`config.mk`:
```
export PLATFORM = sky130hd
export DESIGN_NAME = multilevel_round_robin_run_queue_unit
export DESIGN_NICKNAME = d
export VERILOG_FILES = /design/src/rtl/mrq_pkg.sv /design/src/rtl/mrq_mem.sv /design/src/rtl/mrq_qsel.sv /design/src/rtl/multilevel_round_robin_run_queue_unit.sv
export SDC_FILE = /design/constraint.sdc
export NUM_CORES = 1
export LEC_CHECK = 0
export CAP_MARGIN = 25
export CORE_MARGIN = 5
export CORE_UTILIZATION = 49
export CTS_CLUSTER_DIAMETER = 50
export DETAILED_ROUTE_END_ITERATION = 12
export DONT_BUFFER_PORTS = 1
export GPL_TIMING_DRIVEN = 0
export PLACE_DENSITY = 0.63
export SLEW_MARGIN = 0
export SYNTH_ARGS = -nofsm -noshare
export SYNTH_HDL_FRONTEND = slang
export SYNTH_SLANG_ARGS = --single-unit
```
`constraint.sdc`:
```
create_clock -name clk_i -period 6.7 [get_ports clk_i]
set_clock_uncertainty 0.15 [all_clocks]
set_input_delay 0.67 -clock clk_i [delete_from_list [all_inputs] [get_ports clk_i]]
set_output_delay 0.67 -clock clk_i [all_outputs]
set_load 0.05 [all_outputs]
```
`src/rtl/mrq_pkg.sv`:
```
`timescale 1ns / 1ps

package mrq_pkg;

  localparam int USER_QUEUE_BASE = 2;
  localparam int USER_LEVEL_MAX  = 2;

  typedef enum logic [1:0] {
    OP_ENQ  = 2'd0,
    OP_DEQ  = 2'd1,
    OP_PICK = 2'd2,
    OP_PEEK = 2'd3
  } opcode_e;

  localparam logic [1:0] STAT_OK      = 2'd0;
  localparam logic [1:0] STAT_ABSENT  = 2'd1;
  localparam logic [1:0] STAT_REFUSED = 2'd2;

  typedef enum logic [2:0] {
    S_IDLE,
    S_ENQ,
    S_DQ_RD,
    S_DQ_CHK,
    S_WALK,
    S_PICK,
    S_ROT,
    S_DONE
  } state_e;

  typedef struct packed {
    logic [3:0] chosen;
    logic [1:0] status;
  } result_t;

endpackage

```
`src/rtl/mrq_mem.sv`:
```
`timescale 1ns / 1ps

module mrq_mem #(
  parameter int DEPTH = 16,
  parameter int WIDTH = 4
) (
  input  logic                     clk_i,
  input  logic                     we_i,
  input  logic [$clog2(DEPTH)-1:0] waddr_i,
  input  logic [WIDTH-1:0]         wdata_i,
  input  logic [$clog2(DEPTH)-1:0] raddr_i,
  output logic [WIDTH-1:0]         rdata_o
);

  logic [WIDTH-1:0] mem [DEPTH];
  logic [WIDTH-1:0] rdata_q;

  always_ff @(posedge clk_i) begin
    if (we_i) begin
      mem[waddr_i] <= wdata_i;
    end
    rdata_q <= mem[raddr_i];
  end

  assign rdata_o = rdata_q;

endmodule

```
`src/rtl/mrq_qsel.sv`:
```
`timescale 1ns / 1ps

module mrq_qsel #(
  parameter int NUM_QUEUES = 5
) (
  input  logic                          user_task_i,
  input  logic signed [3:0]             user_level_i,
  input  logic [2:0]                    tier_queue_i,
  input  logic [NUM_QUEUES-1:0]         nonempty_i,
  output logic [$clog2(NUM_QUEUES)-1:0] target_o,
  output logic                          found_o,
  output logic [$clog2(NUM_QUEUES)-1:0] first_o
);

  import mrq_pkg::*;

  localparam int QW = $clog2(NUM_QUEUES);

  logic [1:0] lvl;
  logic [4:0] raw;

  always_comb begin
    if (user_level_i[3]) begin
      lvl = 2'd0;
    end else if (user_level_i[2:0] > 3'(USER_LEVEL_MAX)) begin
      lvl = 2'(USER_LEVEL_MAX);
    end else begin
      lvl = user_level_i[1:0];
    end
    if (user_task_i) begin
      raw = 5'(USER_QUEUE_BASE) + {3'b000, lvl};
    end else begin
      raw = {2'b00, tier_queue_i};
    end
    // saturate to the last queue
    if (raw >= 5'(NUM_QUEUES)) begin
      raw = 5'(NUM_QUEUES - 1);
    end
    target_o = QW'(raw);
  end

  always_comb begin
    found_o = |nonempty_i;
    first_o = '0;
    for (int i = NUM_QUEUES - 1; i >= 0; i--) begin
      if (nonempty_i[i]) begin
        first_o = QW'(i);
      end
    end
  end

endmodule

```
`src/rtl/multilevel_round_robin_run_queue_unit.sv`:
```
`timescale 1ns / 1ps
// Multilevel round-robin run queue: NUM_QUEUES linked FIFO lists of task
// slots, queue 0 served first.
// Request channel: in_valid_i / in_stall_o with opcode_i, task_id_i,
// user_task_i, user_level_i, tier_queue_i. A request is taken when valid is
// high and stall is low; stall stays high while a request is being worked.
// Result channel: out_valid_o / out_stall_i with chosen_task_o, status_o,
// one result per request, held in an output register.
// States from accept to result: enqueue passes S_ENQ, peek and a pick of a
// lone task S_PICK, a pick with rotation S_PICK then S_ROT, and dequeue
// S_DQ_RD, S_DQ_CHK and one S_WALK step per list position walked to find the
// predecessor. Each ends in S_DONE, which loads the output register. The walk does one
// link memory read and one compare per cycle. A new request is taken the
// cycle after the result is loaded, even while that result is still stalled.
// A result that cannot leave the sequencer (output register full and
// stalled) holds the block in its final state until the register drains.
// Reset clears the queued and link flags and all queue heads, tails and
// non-empty flags at once; the block is ready right after reset.
module multilevel_round_robin_run_queue_unit #(
  parameter int NUM_TASKS  = 16,
  parameter int NUM_QUEUES = 5
) (
  input  logic              clk_i,
  input  logic              rst_ni,
  input  logic              in_valid_i,
  output logic              in_stall_o,
  input  logic [1:0]        opcode_i,
  input  logic [3:0]        task_id_i,
  input  logic              user_task_i,
  input  logic signed [3:0] user_level_i,
  input  logic [2:0]        tier_queue_i,
  output logic              out_valid_o,
  input  logic              out_stall_i,
  output logic [3:0]        chosen_task_o,
  output logic [1:0]        status_o
);

  import mrq_pkg::*;

  localparam int TW = $clog2(NUM_TASKS);
  localparam int QW = $clog2(NUM_QUEUES);

  state_e state_q, state_d;

  opcode_e       op_q;
  logic [TW-1:0] t_q;
  logic          tok_q;
  logic [QW-1:0] q_q, q_d;
  logic [TW-1:0] cur_q, cur_d;
  logic [TW-1:0] nt_q, nt_d;
  logic [TW-1:0] step_q, step_d;
  result_t       res_q, res_d;
  result_t       out_q;
  logic          out_valid_q;

  logic [NUM_TASKS-1:0]  link_valid_q, link_valid_d;
  logic [NUM_TASKS-1:0]  queued_q, queued_d;
  logic [NUM_QUEUES-1:0] nonempty_q, nonempty_d;
  logic [TW-1:0]         head_q [NUM_QUEUES];
  logic [TW-1:0]         head_d [NUM_QUEUES];
  logic [TW-1:0]         tail_q [NUM_QUEUES];
  logic [TW-1:0]         tail_d [NUM_QUEUES];

  logic          nl_we;
  logic [TW-1:0] nl_waddr, nl_wdata, nl_raddr, nl_rdata;
  logic          tq_we;
  logic [QW-1:0] tq_rdata;

  logic [QW-1:0] target;
  logic          found;
  logic [QW-1:0] first;

  logic in_accept;
  logic out_free;
  logic [TW-1:0] h;

  assign in_stall_o = (state_q != S_IDLE);
  assign in_accept  = in_valid_i && !in_stall_o;
  assign out_free   = !out_valid_q || !out_stall_i;

  mrq_qsel #(
    .NUM_QUEUES(NUM_QUEUES)
  ) u_qsel (
    .user_task_i (user_task_i),
    .user_level_i(user_level_i),
    .tier_queue_i(tier_queue_i),
    .nonempty_i  (nonempty_q),
    .target_o    (target),
    .found_o     (found),
    .first_o     (first)
  );

  mrq_mem #(
    .DEPTH(NUM_TASKS),
    .WIDTH(TW)
  ) u_next_link (
    .clk_i  (clk_i),
    .we_i   (nl_we),
    .waddr_i(nl_waddr),
    .wdata_i(nl_wdata),
    .raddr_i(nl_raddr),
    .rdata_o(nl_rdata)
  );

  mrq_mem #(
    .DEPTH(NUM_TASKS),
    .WIDTH(QW)
  ) u_task_queue (
    .clk_i  (clk_i),
    .we_i   (tq_we),
    .waddr_i(t_q),
    .wdata_i(q_q),
    .raddr_i(t_q),
    .rdata_o(tq_rdata)
  );

  always_ff @(posedge clk_i or negedge rst_ni) begin
    if (!rst_ni) begin
      state_q      <= S_IDLE;
      link_valid_q <= '0;
      queued_q     <= '0;
      nonempty_q   <= '0;
      head_q       <= '{default: '0};
      tail_q       <= '{default: '0};
      out_valid_q  <= 1'b0;
    end else begin
      state_q      <= state_d;
      link_valid_q <= link_valid_d;
      queued_q     <= queued_d;
      nonempty_q   <= nonempty_d;
      head_q       <= head_d;
      tail_q       <= tail_d;
      if (state_q == S_DONE && out_free) begin
        out_valid_q <= 1'b1;
      end else if (!out_stall_i) begin
        out_valid_q <= 1'b0;
      end
    end
  end

  always_ff @(posedge clk_i) begin
    if (in_accept) begin
      op_q  <= opcode_e'(opcode_i);
      t_q   <= TW'(task_id_i);
      tok_q <= int'(task_id_i) < NUM_TASKS;
      q_q   <= target;
    end else begin
      q_q <= q_d;
    end
    cur_q  <= cur_d;
    nt_q   <= nt_d;
    step_q <= step_d;
    res_q  <= res_d;
    if (state_q == S_DONE && out_free) begin
      out_q <= res_q;
    end
  end

  always_comb begin
    state_d      = state_q;
    q_d          = q_q;
    cur_d        = cur_q;
    nt_d         = nt_q;
    step_d       = step_q;
    res_d        = res_q;
    link_valid_d = link_valid_q;
    queued_d     = queued_q;
    nonempty_d   = nonempty_q;
    head_d       = head_q;
    tail_d       = tail_q;
    nl_we        = 1'b0;
    nl_waddr     = cur_q;
    nl_wdata     = nt_q;
    nl_raddr     = t_q;
    tq_we        = 1'b0;
    h            = head_q[first];

    case (state_q)
      S_IDLE: begin
        if (in_accept) begin
          case (opcode_e'(opcode_i))
            OP_ENQ:  state_d = S_ENQ;
            OP_DEQ:  state_d = S_DQ_RD;
            default: state_d = S_PICK;
          endcase
        end
      end

      S_ENQ: begin
        state_d = S_DONE;
        res_d   = '{chosen: 4'd0, status: STAT_OK};
        if (!tok_q) begin
          res_d.status = STAT_ABSENT;
        end else if (queued_q[t_q]) begin
          res_d.status = STAT_REFUSED;
        end else begin
          tq_we              = 1'b1;
          queued_d[t_q]      = 1'b1;
          link_valid_d[t_q]  = 1'b0;
          if (nonempty_q[q_q]) begin
            nl_we                      = 1'b1;
            nl_waddr                   = tail_q[q_q];
            nl_wdata                   = t_q;
            link_valid_d[tail_q[q_q]]  = 1'b1;
            tail_d[q_q]                = t_q;
          end else begin
            head_d[q_q]     = t_q;
            tail_d[q_q]     = t_q;
            nonempty_d[q_q] = 1'b1;
          end
        end
      end

      S_DQ_RD: begin
        res_d = '{chosen: 4'd0, status: STAT_ABSENT};
        if (!tok_q || !queued_q[t_q]) begin
          state_d = S_DONE;
        end else begin
          state_d = S_DQ_CHK;
        end
      end

      S_DQ_CHK: begin
        q_d  = tq_rdata;
        nt_d = nl_rdata;
        if (!(int'(tq_rdata) < NUM_QUEUES) || !nonempty_q[tq_rdata]) begin
          state_d = S_DONE;
        end else if (head_q[tq_rdata] == t_q) begin
          if (link_valid_q[t_q]) begin
            head_d[tq_rdata] = nl_rdata;
          end else begin
            nonempty_d[tq_rdata] = 1'b0;
            head_d[tq_rdata]     = '0;
            tail_d[tq_rdata]     = '0;
          end
          link_valid_d[t_q] = 1'b0;
          queued_d[t_q]     = 1'b0;
          res_d.status      = STAT_OK;
          state_d           = S_DONE;
        end else begin
          cur_d  = head_q[tq_rdata];
          step_d = '0;
          if (!link_valid_q[head_q[tq_rdata]]) begin
            state_d = S_DONE;
          end else begin
            nl_raddr = head_q[tq_rdata];
            state_d  = S_WALK;
          end
        end
      end

      // one list position per cycle: compare successor, fetch the next
      S_WALK: begin
        if (nl_rdata == t_q) begin
          nl_we               = 1'b1;
          nl_waddr            = cur_q;
          nl_wdata            = nt_q;
          link_valid_d[cur_q] = link_valid_q[t_q];
          link_valid_d[t_q]   = 1'b0;
          queued_d[t_q]       = 1'b0;
          if (tail_q[q_q] == t_q) begin
            tail_d[q_q] = cur_q;
          end
          res_d.status = STAT_OK;
          state_d      = S_DONE;
        end else if (step_q == TW'(NUM_TASKS - 1) || !link_valid_q[nl_rdata]) begin
          state_d = S_DONE;
        end else begin
          cur_d    = nl_rdata;
          step_d   = step_q + 1'b1;
          nl_raddr = nl_rdata;
        end
      end

      S_PICK: begin
        state_d = S_DONE;
        if (!found) begin
          res_d = '{chosen: 4'd0, status: STAT_ABSENT};
        end else begin
          q_d   = first;
          cur_d = h;
          res_d = '{chosen: 4'(h), status: STAT_OK};
          if (op_q == OP_PICK) begin
            if (link_valid_q[h]) begin
              nl_raddr = h;
              state_d  = S_ROT;
            end else begin
              nonempty_d[first] = 1'b0;
              head_d[first]     = '0;
              tail_d[first]     = '0;
              queued_d[h]       = 1'b0;
            end
          end
        end
      end

      // head moves to the tail
      S_ROT: begin
        head_d[q_q]               = nl_rdata;
        nl_we                     = 1'b1;
        nl_waddr                  = tail_q[q_q];
        nl_wdata                  = cur_q;
        link_valid_d[tail_q[q_q]] = 1'b1;
        tail_d[q_q]               = cur_q;
        link_valid_d[cur_q]       = 1'b0;
        state_d                   = S_DONE;
      end

      S_DONE: begin
        if (out_free) begin
          state_d = S_IDLE;
        end
      end

      default: state_d = S_IDLE;
    endcase
  end

  assign out_valid_o   = out_valid_q;
  assign chosen_task_o = out_q.chosen;
  assign status_o      = out_q.status;

endmodule

```
Word-level counts from Yosys, hierarchy flattened:

Memory sizes are Yosys's and may differ from the RTL's. A register that Yosys moved wholly into a read port is not among the register bits.
Cells that the tools add are included.

* input port bits: 18
* memories: 2
* bits in registers: 114
* bits in writable memories: 112

Memories
* u_next_link.mem: depth 16, bits a word 4, rd ports 1, clocked after Yosys merged registers in 1, write ports 1, line mrq_mem.sv:15 `logic [WIDTH-1:0] mem [DEPTH];`
* u_task_queue.mem: depth 16, bits a word 3, rd ports 1, clocked after Yosys merged registers in 1, write ports 1, line mrq_mem.sv:15

* muxes and demuxes: 161
* order comparisons: 25
* reduce and logical (&&, ||, !) cells: 47
* equal/unequal tests: 31
* add/sub/neg operators: 2
* bitwise gates (word level): 25

Operator list (count)
* two-way mux 20 bit: 17
* two-way mux 16 bit: 12
* case mux 16 bit (4 select lines): 2
* two-way mux 4 bit: 30
* bitwise mux 20 bit: 5
* case mux 20 bit (5 select lines): 1
* AND 16 bit: 5
* AND 20 bit: 4
* case mux 20 bit (4 select lines): 1
* two-way mux 3 bit: 16
* inverter 16 bit: 3
* OR 16 bit: 3
* two-way mux 5 bit: 8
* inverter 20 bit: 2
* binary-select mux 4 bit (select 3 bit): 3
* demux 4 bit (select 3 bit): 3
* case mux 4 bit (2 select lines): 4
* < comparator 4 x 5 -> 1 bit, second input constant: 6
* != test 2 bit, second input constant: 15
* two-way mux 1 bit: 28
* case mux 4 bit (3 select lines): 2
* case mux 3 bit (7 select lines): 1
* binary-select mux 1 bit (select 4 bit): 5
* bitwise mux 16 bit: 1
* 51 further kinds: 114

Longest topological paths before layout:

Gate-level depths: netlist (run 1).

* depth after elaboration: 19
* depth in mapped cells: 18
* gate-level depth less buffers: 12

Modules after synthesis:

Synthesis (run 1) repeated with hierarchy kept, for this count alone.

* cells, all modules: 1302
* area total of the unflattened synthesis: 13654.3 µm²

By module, submodules not included
* multilevel_round_robin_run_queue_unit: area an instance 8869.8 µm², cells each 1053, instances 1
* mrq_mem at u_next_link: area an instance 2666.3 µm², cells each 130, instances 1
* mrq_mem at u_task_queue: area an instance 2011.9 µm², cells each 103, instances 1
* mrq_qsel: area an instance 106.4 µm², cells each 16, instances 1

Worst setup path after synthesis (run 1):

No wires, ideal clock.

* kind: register -> register
* start: register nonempty_q[2]
* end: register u_next_link.rdata_q[2] (netlist: u_next_link.rdata_o[2]), read port of u_next_link.mem
* period minus slack after synthesis: 3.743 ns
* data arrival time: 3.463 ns
* cell stages (with the launch flop): 16
* required time: 6.420 ns
* setup time: 0.130 ns
* slack: 2.957 ns
* path buffers: 3
* cell sequence: dfrtp_1 > buf_6 > or3b_1 > o32a_4 > o211a_2 > o2111ai_1 > nand4_2 > o311ai_4 > mux2_4 > a2111o_1 > buf_6 > buf_6 > mux2i_1 > nand2_1 > a32oi_1 > o211ai_1

* cells in the longest elaborated chain, start to end: 13
* elaborated cells between the ends (all ways): 19
* those cells by class: mux: 15; bitwise: 1; reduce/logical: 3

Ends and longest elaborated chain
* from (decl): line multilevel_round_robin_run_queue_unit.sv:58 `logic [NUM_QUEUES-1:0] nonempty_q, nonempty_d;`
* from (signal assigned): line multilevel_round_robin_run_queue_unit.sv:130 `nonempty_q <= nonempty_d;`
* two-way mux 3 bit (3 in series): line mrq_qsel.sv:46 `if (nonempty_i[i]) begin`
* inverter 3 -> 4 bit (not written as such): line multilevel_round_robin_run_queue_unit.sv:176 `h = head_q[first];`
* binary-select mux 4 bit (select 3 bit): line multilevel_round_robin_run_queue_unit.sv:176
* two-way mux 4 bit (not written as such) (2 in series): line multilevel_round_robin_run_queue_unit.sv:176
* binary-select mux 1 bit (select 4 bit): line multilevel_round_robin_run_queue_unit.sv:284 `if (link_valid_q[h]) begin`
* two-way mux 1 bit (not written as such): line multilevel_round_robin_run_queue_unit.sv:284
* two-way mux 4 bit: line multilevel_round_robin_run_queue_unit.sv:284
* two-way mux 4 bit: line multilevel_round_robin_run_queue_unit.sv:283 `if (op_q == OP_PICK) begin`
* two-way mux 4 bit: line multilevel_round_robin_run_queue_unit.sv:277 `if (!found) begin`
* case mux 4 bit (3 select lines) (*): line multilevel_round_robin_run_queue_unit.sv:178 `case (state_q)`
* to (decl): line mrq_mem.sv:16 `logic [WIDTH-1:0] rdata_q;`

Mark *: on every way between the ends. The rest lies on a longest branch, timed or not. The select of a mux whose other input is x is not followed.
A chain may end at the register's enable or synchronous reset.

==> results of run 1 <==
==> layout by cell type, fill, tap and decap left out, drive strengths merged, types with 36 or more instances in the layout <==
master and count:
mux2i 42, edfxtp 145, o21ai 106, buf 36
clkbuf 91, nand2 156, mux4 36, nor2 137
inv 40, dfrtp 81, a21oi 105
==> synth_stat cells (17+ instances only) <==
| master | n |
|---|---|
| nor3_1 | 22 |
| edfxtp_1 | 145 |
| o21ai_0 | 103 |
| mux2i_1 | 42 |
| dfrtp_1 | 81 |
| a31oi_1 | 17 |
| mux4_2 | 36 |
| o22ai_1 | 27 |
| nor2_1 | 135 |
| o32ai_1 | 18 |
| inv_1 | 32 |
| nand3_1 | 29 |
| nand2_1 | 156 |
| a22oi_1 | 34 |
| a21oi_1 | 104 |
| clkbuf_1 | 58 |
| nor2b_1 | 18 |
==> layout make-up <==
| class | instances | area (µm²) | share of cell area [%] |
|---|---|---|---|
| multi-input cells | 968 | 6370 | 42.8 |
| flip-flops and latches | 233 | 6520 | 43.9 |
| inverters | 32 | 120 | 0.808 |
| plain buffers | 92 | 427 | 2.87 |
| clock inverters | 21 | 214 | 1.44 |
| well taps | 341 | 427 | 2.87 |
| clock buffers | 33 | 741 | 4.99 |
| repair buffers | 3 | 42.5 | 0.286 |
==> metal layers <==
layer | routed length [µm] | track usage [%] | share of wire [%]
met5 | 0 | 0 | 0
met4 | 2030 | 11.1 | 4.4
met3 | 4310 | 6.20 | 9.4
met2 | 20400 | 44.5 | 44
met1 | 19100 | 40.8 | 42
==> stage by stage <==
step                      instance area [µm²]  hold WS [ns]  util (%)
after floorplan                         13400         0.224         -
after global placement                  13900         0.229      51.4
after detailed placement                13900         0.230      51.4
after CTS                               14900        0.0132      55.1
after global routing                    14900        0.0131      55.1
final                                   14900        0.0229      55.1
==> cells by family (layout without fill, tap and decap cells) <==
family          count (synthesis)  in the layout  synth area share [%]
xor+xnor                       15             15                 0.978
flops                         233            233                  48.5
simple gates                  445            445                  15.3
fa+ha+maj                       2              2                 0.186
buf+inv                       124            181                  4.07
mux                            84             84                  9.70
compound gates                422            422                  21.2
==> final timing paths <==
| kind | endpoint | slack, ns | cells after the start |
|---|---|---|---|
| worst max register to register | flop | 1.19 | 11 |
| worst min-delay path | t_q[0]$_DFFE_PP_ | 0.02 | 0 |
| max in group asynchronous | link_valid_q[0]$_DFFE_PN0P_ | 5.47 | 2 |
| worst min register to register | status_o[0]$_DFFE_PP_ | 0.27 | 0 |
| min in group asynchronous | queued_q[2]$_DFFE_PN0P_ | 0.51 | 2 |
| worst max-delay path | flop | 1.19 | 11 |
==> worst reg2reg max path: cells and delay by family, from the launching register on <==
kind	cells	cell delay [ns]
AO/OA/AOI/OAI	5	2.15
buffers and inverters	3	1.17
flip-flops	1	1.04
AND/OR/NAND/NOR	2	0.72
XOR/XNOR	1	0.14
==> where the power goes <==
part           switching, mW  internal [mW]  leakage [nW]  total, mW
logic                   2.51           1.19          2.39       3.70
registers              0.473           1.99          2.42       2.47
clock network          0.669          0.892         0.454       1.56
==> timing repair <==
| action | CTS | global route |
|---|---|---|
| buffers inserted | 0 | 0 |
| hold buffers | 2 | 0 |
| endpoints found under the hold margin | 81 | 0 |
==> reports/qor.yml, run 1 <==
crit_required_ns: 7.00
nets: 1379
yosysSeqAreaShare_pct: 48.5
hold_path_class: "in -> reg"
synthTopCellsByArea: "edfxtp_1 (32%), dfrtp_1 (15%), mux4_2 (6.0%), nand2_1 (4.4%), a21oi_1 (3.9%)"
crit_fanout: 19
boundaryPins: 26
yosys_warnings: 0
synth_edf_count: 145
routed_via_density: 6.75
clock-root-buffer: "clkbuf_16"
setup_violations: 0
tightestPinTransition_ns: 1.29
critical_path_arrival_ns: 5.82
cpLargestDelayFamily: "compound AO/OA/AOI/OAI gates"
slew_violations: 0
grt_pass1_wl_um: 69400
die_h_um: 176
initial_core_util_pct: 49.8
grt_max_degree: 82
period_needed_ns: 5.51
synth_area_um2: 13400
p_leak_nw: 5.26
clock_path_buffers: 3
syn_to_final_growth_pct: 10.6
power_mw: 7.72
setup.worst_path.end_class: "flop"
fillers: 2420
die-area_um2: 30800
max_stage_delay_ns: 1.04
drt_iter0_drc: 1487
post-route-period-util_pct: 82.3
clk_latency_ns: 0.59
avgSynthCellArea_um2: 10.1
grt.total_usage_pct: 29.0
hold_viol: 0
max_freq_ghz: 0.181
powerDensity_nw_per_um2: 520
place_hpwl_um: 33300
async_flop_share_pct: 34.8
routedWlPerCell_um: 26.6
vias: 11632
overflow: 0
drive_above_1_share_pct: 9.62
totalWireLength_um: 45800
rsz0062_at_grt: "no"
tns_ns: 0
fin_cells: 1723
fp.dieW_um: 176
core_area_um2: 27000
synth_cells: 1325
cpMaxStageDelayCell: "edfxtp_1"
cts-resized-gates: 0
cp.buffers_inverters: 3
dp.cells: 1667
clkTransAtPathRegs_ns: 0.06
grt_antenna_before_repair: 0
final_antenna_net_count: 0
setup_ws_ns: 1.19
pre_cts_ws_ns: 1.44
synth_top_flop_cell: "edfxtp_1"
htreeDepth: 1
dr.pass1.iters: 6
cts_tree: "yes"
crit_start: "q_q[0]$_DFFE_PP_"
place_congestion: 1.05
syn_nets: 1345
slew_headroom_pct: 14.0
r2r-start: "q_q[0]$_DFFE_PP_"
core.rowCount: 60
start_kind: "flop"
status: "completed"
synthDistinctLibCells: 89
n_antenna_cell: 0
netlist.area_leader.share_pct: 32.4
clock_sinks: 233
path_cells: "buf_1, clkbuf_1, nor2_1, a21oi_1, xnor2_1, o41ai_1, a22oi_1, nor3_1, buf_2, o211ai_1, a22o_1"
synth_top_area_cell: "edfxtp_1"
tritoncts.num_buffers: 29
drc: 0
grt_pass1_vias: 11201
crit_type: "reg -> reg"
ys_seq_elements: 233
min_from: "task_id_i[0]"
maxCapViolCount: 0
io_buffers: 0
ir_drop_mv: 0.221
(Power assumes the default switching activity.)
==> run 2: changes to the inputs <==
==> constraint.sdc (replaced) <==
create_clock -name clk_i -period 5.6 [get_ports clk_i]
set_clock_uncertainty 0.15 [all_clocks]
set_input_delay 0.56 -clock clk_i [delete_from_list [all_inputs] [get_ports clk_i]]
set_output_delay 0.56 -clock clk_i [all_outputs]
set_load 0.05 [all_outputs]
==> run 2 against run 1 <==
Effect of this change:
- worst hold slack better by 0.043 ns
- clock power up 20%
- critical path type unchanged
- wire length about the same
- core utilization up 0.26 points
- register-to-register slack got worse by 1.1 ns
- count of clock-buffer cells in the layout is the same
- final area rose by 0.47%
- flip-flop and latch count unchanged
- sequential power grew 19%
- first-iteration DRC count hardly changed
- die area stayed put
- via count is 0.52% higher
==> reports/qor.yml, run 2 (synthesis results as in run 1) <==
syn_to_final_growth_pct: 11.1
dp.cells: 1667
slew_headroom_pct: 11.7
multi_input_area_um2: 6370
fin_cells: 1730
vias: 11693
n_antenna_cell: 0
tritoncts.num_buffers: 29
dr_wl_met3_um: 4560
die_h_um: 176
overflow: 0
post-route-period-util_pct: 98.5
core_area_um2: 27000
routed_via_density: 6.76
max_freq_ghz: 0.181
fp.dieW_um: 176
rsz0062_at_grt: "no"
grt_pass1_vias: 11237
setup_violations: 0
cts_tree: "yes"
drive_above_1_share_pct: 9.58
grt_max_degree: 82
met2_length_um: 20300
clkTransAtPathRegs_ns: 0.06
crit_fanout: 19
layout_commonest_cell: "nand2_1"
start_kind: "flop"
setup.worst_path.end_class: "flop"
totalWireLength_um: 45800
io_buffers: 0
fillers: 2413
drt-met1-wl_um: 18900
nets: 1386
clock_sinks: 233
regArea_um2: 6520
critical_path_arrival_ns: 5.82
hold_path_class: "in -> reg"
status: "completed"
boundaryPins: 26
powerDensity_nw_per_um2: 619
clock-root-buffer: "clkbuf_16"
drc: 0
crit_required_ns: 5.90
cts-resized-gates: 0
p_leak_nw: 5.29
clk_latency_ns: 0.59
final_antenna_net_count: 0
core.rowCount: 60
tightestPinTransition_ns: 1.32
final_cell_mix: "nand2_1 (156), edfxtp_1 (145), nor2_1 (135)"
tns_ns: 0
place_congestion: 1.05
grt.total_usage_pct: 29.1
slew_violations: 0
initial_core_util_pct: 49.8
maxCapViolCount: 0
routedWlPerCell_um: 26.5
whs_ns: 0.0660
htreeDepth: 1
dr.pass1.iters: 7
period_needed_ns: 5.51
hold_viol: 0
ir_drop_mv: 0.264
drt_iter0_drc: 1486
die-area_um2: 30800
place_hpwl_um: 33300
grt_antenna_before_repair: 0
crit_type: "reg -> reg"
clock_path_buffers: 3
grt_pass1_wl_um: 69500
routed.top_layer: "met4"
[run 2: final timing paths]
| path | startpoint | end | slack [ns] | depth (start not counted) |
|---|---|---|---|---|
| setup / recovery | q_q[0]$_DFFE_PP_ | flop | 0.09 | 11 |
| hold / removal | user_task_i | q_q[1]$_DFFE_PP_ | 0.07 | 2 |
| setup reg to reg | q_q[0]$_DFFE_PP_ | flop | 0.09 | 11 |
| hold reg to reg | res_q[0]$_DFFE_PP_ | status_o[0]$_DFFE_PP_ | 0.27 | 0 |
| max in group asynchronous | rst_ni | async pin | 4.49 | 2 |
| min in group asynchronous | rst_ni | queued_q[12]$_DFFE_PN0P_ | 0.40 | 2 |
[run 2: where the power goes]
part	internal, mW	switching [mW]	leakage (nW)
clock	1.07	0.803	0.454
sequential	2.38	0.569	2.42
combinational	1.43	3.00	2.42
[run 2: routing by layer]
layer	up-vias	GRT usage [%]
met5	-	0
met4	0	11.1
met3	154	6.09
met2	663	44.6
met1	5714	40.9
li1	5162	-
[run 2: critical path, cell delays in order (launching register included)]
cell and delay (ns):
edfxtp_1 1.04, buf_1 0.50, clkbuf_1 0.34, nor2_1 0.09, a21oi_1 0.79, xnor2_1 0.14
o41ai_1 0.65, a22oi_1 0.13, nor3_1 0.62, buf_2 0.34, o211ai_1 0.27, a22o_1 0.31
[run 2: timing repair]
item                       in CTS  in global routing
buffers inserted                0                  0
hold endpoints to repair       88                  0
hold buffers                    9                  0
setup endpoints to repair       0                  0
[run 2: per-stage QoR]
| stage | util (%) | power [mW] | area (µm²) | worst slack, ns |
|---|---|---|---|---|
| floorplan | - | 5.79 | 13400 | 1.86 |
| global placement | 51.4 | 7.19 | 13900 | 0.371 |
| detailed placement | 51.4 | 7.23 | 13900 | 0.344 |
| CTS | 55.4 | 9.12 | 14900 | 0.320 |
| global route | 55.4 | 9.70 | 14900 | 0.0581 |
| finish | 55.4 | 9.25 | 14900 | 0.0860 |
[run 2: area by class of cell]
type,count,area share (%)
Timing Repair Buffer,10,0.754
Multi-Input combinational cell,968,42.6
Sequential cell,233,43.7
Buffer,92,2.86
Clock buffer,33,4.96
Inverter,32,0.805
Clock inverter,21,1.43
Tap cell,341,2.86
